**src/hdl/bpc_pkg.sv**
```systemverilog
package bpc_pkg;

  localparam int unsigned DataW = 32;
  localparam int unsigned AddrW = 5;
  localparam int unsigned RegIdxW = 3;

  localparam logic [RegIdxW-1:0] RegAc1Ac2 = 3'd0;
  localparam logic [RegIdxW-1:0] RegAc3Ac4 = 3'd1;
  localparam logic [RegIdxW-1:0] RegAc5Ac6 = 3'd2;
  localparam logic [RegIdxW-1:0] RegB1B2 = 3'd3;
  localparam logic [RegIdxW-1:0] RegMcMd = 3'd4;
  localparam logic [RegIdxW-1:0] RegOss = 3'd5;

  localparam logic [1:0] StatusOk = 2'd0;
  localparam logic [1:0] StatusTempDivZero = 2'd1;
  localparam logic [1:0] StatusPresDivZero = 2'd2;

endpackage

```
**src/hdl/bpc_div.sv**
```systemverilog
module bpc_div
  import bpc_pkg::*;
#(
  parameter int unsigned SideW = 1
) (
  input  logic             clk_i,
  input  logic             rst_ni,
  input  logic             en_i,
  input  logic             valid_i,
  input  logic [DataW-1:0] num_i,
  input  logic [DataW-1:0] den_i,
  input  logic [SideW-1:0] side_i,
  output logic             valid_o,
  output logic [DataW-1:0] quo_o,
  output logic [SideW-1:0] side_o
);

  // One restoring step per stage; the quotient bits shift in behind the dividend.
  logic             v_q    [DataW];
  logic [DataW-1:0] rem_q  [DataW];
  logic [DataW-1:0] num_q  [DataW];
  logic [DataW-1:0] den_q  [DataW];
  logic [SideW-1:0] side_q [DataW];

  logic             src_v    [DataW];
  logic [DataW-1:0] src_rem  [DataW];
  logic [DataW-1:0] src_num  [DataW];
  logic [DataW-1:0] src_den  [DataW];
  logic [SideW-1:0] src_side [DataW];
  logic [DataW-1:0] rem_d    [DataW];
  logic [DataW-1:0] num_d    [DataW];
  logic [DataW:0]   trial    [DataW];

  always_comb begin
    src_v[0]    = valid_i;
    src_rem[0]  = '0;
    src_num[0]  = num_i;
    src_den[0]  = den_i;
    src_side[0] = side_i;
    for (int k = 1; k < DataW; k++) begin
      src_v[k]    = v_q[k-1];
      src_rem[k]  = rem_q[k-1];
      src_num[k]  = num_q[k-1];
      src_den[k]  = den_q[k-1];
      src_side[k] = side_q[k-1];
    end
    for (int k = 0; k < DataW; k++) begin
      trial[k] = {src_rem[k], src_num[k][DataW-1]};
      if (trial[k] >= {1'b0, src_den[k]}) begin
        rem_d[k] = DataW'(trial[k] - {1'b0, src_den[k]});
        num_d[k] = {src_num[k][DataW-2:0], 1'b1};
      end else begin
        rem_d[k] = trial[k][DataW-1:0];
        num_d[k] = {src_num[k][DataW-2:0], 1'b0};
      end
    end
  end

  always_ff @(posedge clk_i or negedge rst_ni) begin
    if (!rst_ni) begin
      for (int k = 0; k < DataW; k++) v_q[k] <= 1'b0;
    end else if (en_i) begin
      for (int k = 0; k < DataW; k++) v_q[k] <= src_v[k];
    end
  end

  always_ff @(posedge clk_i) begin
    if (en_i) begin
      for (int k = 0; k < DataW; k++) begin
        rem_q[k]  <= rem_d[k];
        num_q[k]  <= num_d[k];
        den_q[k]  <= src_den[k];
        side_q[k] <= src_side[k];
      end
    end
  end

  assign valid_o = v_q[DataW-1];
  assign quo_o   = num_q[DataW-1];
  assign side_o  = side_q[DataW-1];

endmodule

```
**config.mk**
```make
export PLATFORM = sky130hd
export DESIGN_NAME = bpc_div
export DESIGN_NICKNAME = d
export VERILOG_FILES = /design/src/hdl/bpc_pkg.sv /design/src/hdl/bpc_div.sv
export SDC_FILE = /design/constraint.sdc
export NUM_CORES = 2
export LEC_CHECK = 0
export BUFFER_PORTS_ARGS = -buffer_cell sky130_fd_sc_hd__buf_4
export CAP_MARGIN = 20
export CORE_MARGIN = 3
export CORE_UTILIZATION = 50
export CTS_BUF_LIST = sky130_fd_sc_hd__clkbuf_4
export CTS_CLUSTER_DIAMETER = 150
export DETAILED_ROUTE_END_ITERATION = 10
export GPL_ROUTABILITY_DRIVEN = 0
export PLACE_DENSITY = 0.69
export SYNTH_ARGS = -nofsm -noshare
export SYNTH_HDL_FRONTEND = slang
export SYNTH_SLANG_ARGS = --single-unit
```
**constraint.sdc**
```tcl
create_clock -name clk_i -period 3.8 [get_ports clk_i]
set_input_delay 0.95 -clock clk_i [delete_from_list [all_inputs] [get_ports clk_i]]
set_output_delay 0.95 -clock clk_i [all_outputs]
set_load 0.01 [all_outputs]
```
Yosys cells after proc, flatten, opt, wreduce, memory -nomap -nowiden. Memory sizes are Yosys's and may differ from the RTL's. Index checks and enable logic that the tools add are counted. Widths: inputs -> output; s select.

Register bits: 32. Latch bits: 0. Bits in writable memories: 3104. ROM bits: 0. Bits of input ports: 69. Output and inout bits: 34. Memories: 4.

Memory list: den_q (depth 32, bits a word 32, rd ports 31, clocked after Yosys merged registers in 0, write ports 32, RTL line bpc_div.sv:22) `logic [DataW-1:0] den_q [DataW];`; num_q (depth 32, bits a word 32, rd ports 32, clocked after Yosys merged registers in 0, write ports 32, RTL line bpc_div.sv:21) `logic [DataW-1:0] num_q [DataW];`; rem_q (depth 32, bits a word 32, rd ports 31, clocked after Yosys merged registers in 0, write ports 32, RTL line bpc_div.sv:20) `logic [DataW-1:0] rem_q [DataW];`; side_q (depth 32, bits a word 1, rd ports 32, clocked after Yosys merged registers in 0, write ports 32, RTL line bpc_div.sv:23) `logic [SideW-1:0] side_q [DataW];`.

Add/subtract/negate cells: 32. $mul: 0. Divide/modulo/power cells: 0. Order comparisons: 32. Eq/ne operators: 0. Shift-type cells: 0. Multiplexer cells: 66. Bitwise operators: 0. Reductions and logical operators: 0.

Operator list (count): $mux 32 (32); $ge 33x32->1 (31); $sub 32x32->32 (31); $mux 1 (34); $ge 1x32->1 (1); $sub 1x32->32 (1).

Depth between registers and ports, before layout. An unclocked memory read counts as a cell.

Depth in word-level cells: 3. Gate-level depth with buffers: 16. Mapped depth without buffers: 14.

Least setup slack after synthesis. No wires, ideal clock.

Path type: reg2reg. Start point: mem den_q[23][1] (netlist: den_q[1][225]). End point: mem rem_q[24][27] (netlist: rem_q[1][283]), data pin. Setup time: 0.260 ns. Arrival time: 3.295 ns. Data required time: 3.540 ns. Path slack: 0.245 ns. Stages on the path, launching flop included: 15. Clock period less this slack: 3.555 ns. Cells stage by stage: edfxtp_1 -> inv_1 -> ha_1 -> nor2b_4 -> o31a_1 -> or3_1 -> and3_1 -> o21a_1 -> o31ai_4 -> o21ai_2 -> a21oi_2 -> o21ai_2 -> a211oi_4 -> buf_6 -> mux2_2.

RTL lines (RTL line): from (decl) (bpc_div.sv:22); to (decl) (bpc_div.sv:20).

==> results_dict.tcl <==
set metrics [dict create \
    status "finished with violations" \
    violations "negative setup slack" \
    slew_headroom_pct 19.3 \
    clock.fmax_mhz 262 \
    cts_buffers 782 \
    min_period_ps 3820 \
    area_growth_pct 13.6 \
    placed_area_sq_um 164000 \
    io_buffers 102 \
    synth.top_cell.area_share_pct 58.7 \
    worst_clock_skew_ps 140 \
    drt_iter0_drc 9307 \
    setup_viol_count_final 1 \
    grt_usage_pct 21.6 \
    fp-row-count 204 \
    async_flop_share_pct 1.04 \
    gr-total-overflow 0 \
    num_vias 104000 \
    synth_fp_nets 13600 \
    rsz0062_at_grt "yes" \
    cp-start-kind "flop" \
    cts_tree "done" \
    wl_per_cell_um 19.5 \
    yosysTopAreaCell "edfxtp_1" \
    yosys_warnings 0 \
    place_hpwl_um 250000 \
    drc 0 \
    layout-drive-gt1-share_pct 17.4 \
    dieArea_sq_um 318000 \
    fp.dieW_um 564 \
    r2r_end "rem_q[0][86]$_DFFE_PP_" \
    worstRegToRegCells 15 \
    htree_levels 6 \
    r2r_setup_slack_ps -20 \
    grt_max_degree 135 \
    critPathCapture "rem_q[0][86]$_DFFE_PP_" \
    setup_ws_ps -23.6 \
    wl_um 357000 \
    maxSlewViolCount 0 \
    worst-setup-path-type "reg2reg" \
    die_h_um 564 \
    p_leak_nw 71.7 \
    cts_sinks 3072 \
    finalInstanceArea_sq_um 177000 \
    startpoint "den_q[0][33]$_DFFE_PP_" \
    hold_path.class "in2reg" \
    worst_ir_drop_vdd_mv 0.566 \
    hold_violations 0 \
    dp_slack_ps -122 \
    critical_path.max_fanout 8 \
    initial_utilization_pct 50.3 \
    cap_violations 0 \
    yosys-top-cells-area "edfxtp_1, ha_1, mux2_2" \
    cts_root_buffer "clkbuf_4" \
    ys_ff_latch 3072 \
    cts_buffer_depth 4 \
    final_nets 14700 \
    cp.required_ps 5080 \
    antenna_found_initial 14 \
    synth_flop_cell "edfxtp_1" \
    arrival_ps 5100 \
    first_global_vias 104000 \
    io_pins 103 \
    worst_slew_pin_slew_ps 1210 \
    yosysSeqAreaShare_pct 59.2 \
    synth_edf_count 3040 \
    period_share_pct 101 \
    cp-end-kind "flop" \
    grt_pass1_wl_um 553000 \
    worstSkewPairLatency_ps 1580 \
    ant_nets 0 \
    ys_types 107 \
    netlist_instances 12500 \
    avgSynthCellArea_sq_um 12.5 \
    core_sq_um 309000 \
    firstDrtPassIters 9 \
    powerDensity_nw_per_um2 838 \
    clk_pin_slew_ps 70 \
    rr_startpoint "den_q[0][33]$_DFFE_PP_" \
    viasPerCell 5.69 \
    tns_ps -23.6 \
    synth_area_sq_um 156000 \
]
==> routing by layer <==
| layer | global-route usage (%) | up-vias | part of all wire, % |
|---|---|---|---|
| li1 | - | 49000 | - |
| met1 | 28.6 | 50200 | 42 |
| met2 | 34.5 | 4259 | 46 |
| met3 | 3.61 | 969 | 6.9 |
| met4 | 10.7 | 14 | 4.6 |
| met5 | 0 | - | 0.029 |
==> registers in the layout (all words and copies together) (netlist names) <==
signal   count
src_v       31
rem_q      992
den_q      992
side_q      32
num_q     1024
valid_o      1
==> worst max-delay path, cell delays in order (launching register included) <==
cell	delay, ps
edfxtp_1	420
inv_2	90
ha_4	200
nor2b_4	130
o31a_1	320
o31ai_4	270
o21ai_2	130
o2111ai_2	290
a211oi_2	150
a2111oi_4	380
o31a_2	240
a221oi_4	70
nor3_4	210
buf_12	160
clkbuf_16	180
mux2_4	300
==> power breakdown <==
group	leakage (nW)	internal [W]	total, W	switching (W)
clock network	5.91	0.0144	0.0282	0.0138
registers	30.1	0.0485	0.0537	0.00523
logic	35.7	0.0301	0.0663	0.0362
==> cell type report <==
cell class	count	area, sq um
Fill cell	24800	133000
Sequential cell	3072	92100
Multi-Input combinational cell	7870	58500
Clock buffer	1079	8100
Timing Repair Buffer	664	6320
Tap cell	4120	5150
Inverter	1238	4650
Clock inverter	300	1960
Antenna cell	10	25.0
==> kinds of logic (layout without fill, tap and decap cells) <==
group                      Yosys count  after routing  share of synthesized area [%]
muxes                              566            566                           4.05
xor gates and xnor gates           826            826                           4.65
adders and majority gates         1024           1024                           8.38
AOI/OAI and AO/OA                 3118           3120                           12.7
other                                0             10                              0
and+or+nand+nor                   2334           2334                           7.10
DFF                               3072           3072                           59.2
buffers and inverters             1552           3281                           3.92
==> worst min-delay path by stage <==
stage                             from                       to  slack [ps]  cells after the start
2_1_floorplan   num_q[0][67]$_DFFE_PP_  num_q[0][100]$_DFFE_PP_         400                      0
3_3_place_gp   num_q[1][324]$_DFFE_PP_  num_q[1][357]$_DFFE_PP_         400                      0
3_5_place_dp    num_q[0][73]$_DFFE_PP_  num_q[0][106]$_DFFE_PP_         400                      0
4_1_cts                      num_i[17]   num_q[0][18]$_DFFE_PP_          20                      2
5_1_grt                      num_i[17]   num_q[0][18]$_DFFE_PP_         120                      2
6_report                     num_i[17]   num_q[0][18]$_DFFE_PP_         270                      2
==> through the flow <==
stage / hold WS [ps] / std cells / total power (W) / util (%)
2_1_floorplan: 400 / 12500 / 0.0988 / -
3_3_place_gp: 400 / 16800 / 0.115 / 53.0
5_1_grt: 122 / 18300 / 0.158 / 57.1
4_1_cts: 22.6 / 18300 / 0.147 / 56.7
3_5_place_dp: 405 / 16800 / 0.117 / 53.0
6_report: 274 / 18400 / 0.148 / 57.1
==> cells in the mapped netlist (22+ instances only) <==
cell type  count
xor2_1       313
a31oi_1      102
o21bai_1     136
nand3_1      167
a21o_1       470
inv_1       1237
buf_4         39
mux2_2       502
nor4_1        38
nand4_1      176
and2_1        36
clkbuf_1     198
a31o_2        28
fa_1          30
o21ai_0      646
o31a_1        42
edfxtp_1    3040
nand2b_1     113
xnor2_1      513
nand2_1      694
or3_1         43
nor2_1       645
a211oi_1      62
o31ai_1       73
mux2i_1       50
or2_2         24
buf_2         52
a311oi_1      22
a21oi_1     1002
a211o_1       26
ha_1         994
dfrtp_1       32
o211ai_1      27
a21boi_0      40
o21ai_1       27
o21a_1       172
nor3_1       114
o41a_1        23
nor2b_1      138
and3_1        81
==> repair_timing <==
item | 4_1_cts | 5_1_grt
endpoints found under the hold margin | 174 | 0
setup buffers | 0 | 34
resized for setup | 11 | 181
gates cloned | 0 | 13
pin swaps | 1 | 46
hold buffers | 133 | 0
endpoints found under the setup margin | 108 | 667
==> cell usage in the layout, fill, tap and decap left out, drive strengths merged, types with 513 or more instances in the layout <==
cell and instances:
nand2 694, xnor2 513, a21oi 1006, inv 1270, clkbuf 1089, o21ai 679, buf 522, nor2 645
ha 994, edfxtp 3040, mux2 516
No activity file was read; power rests on OpenSTA's default activity.
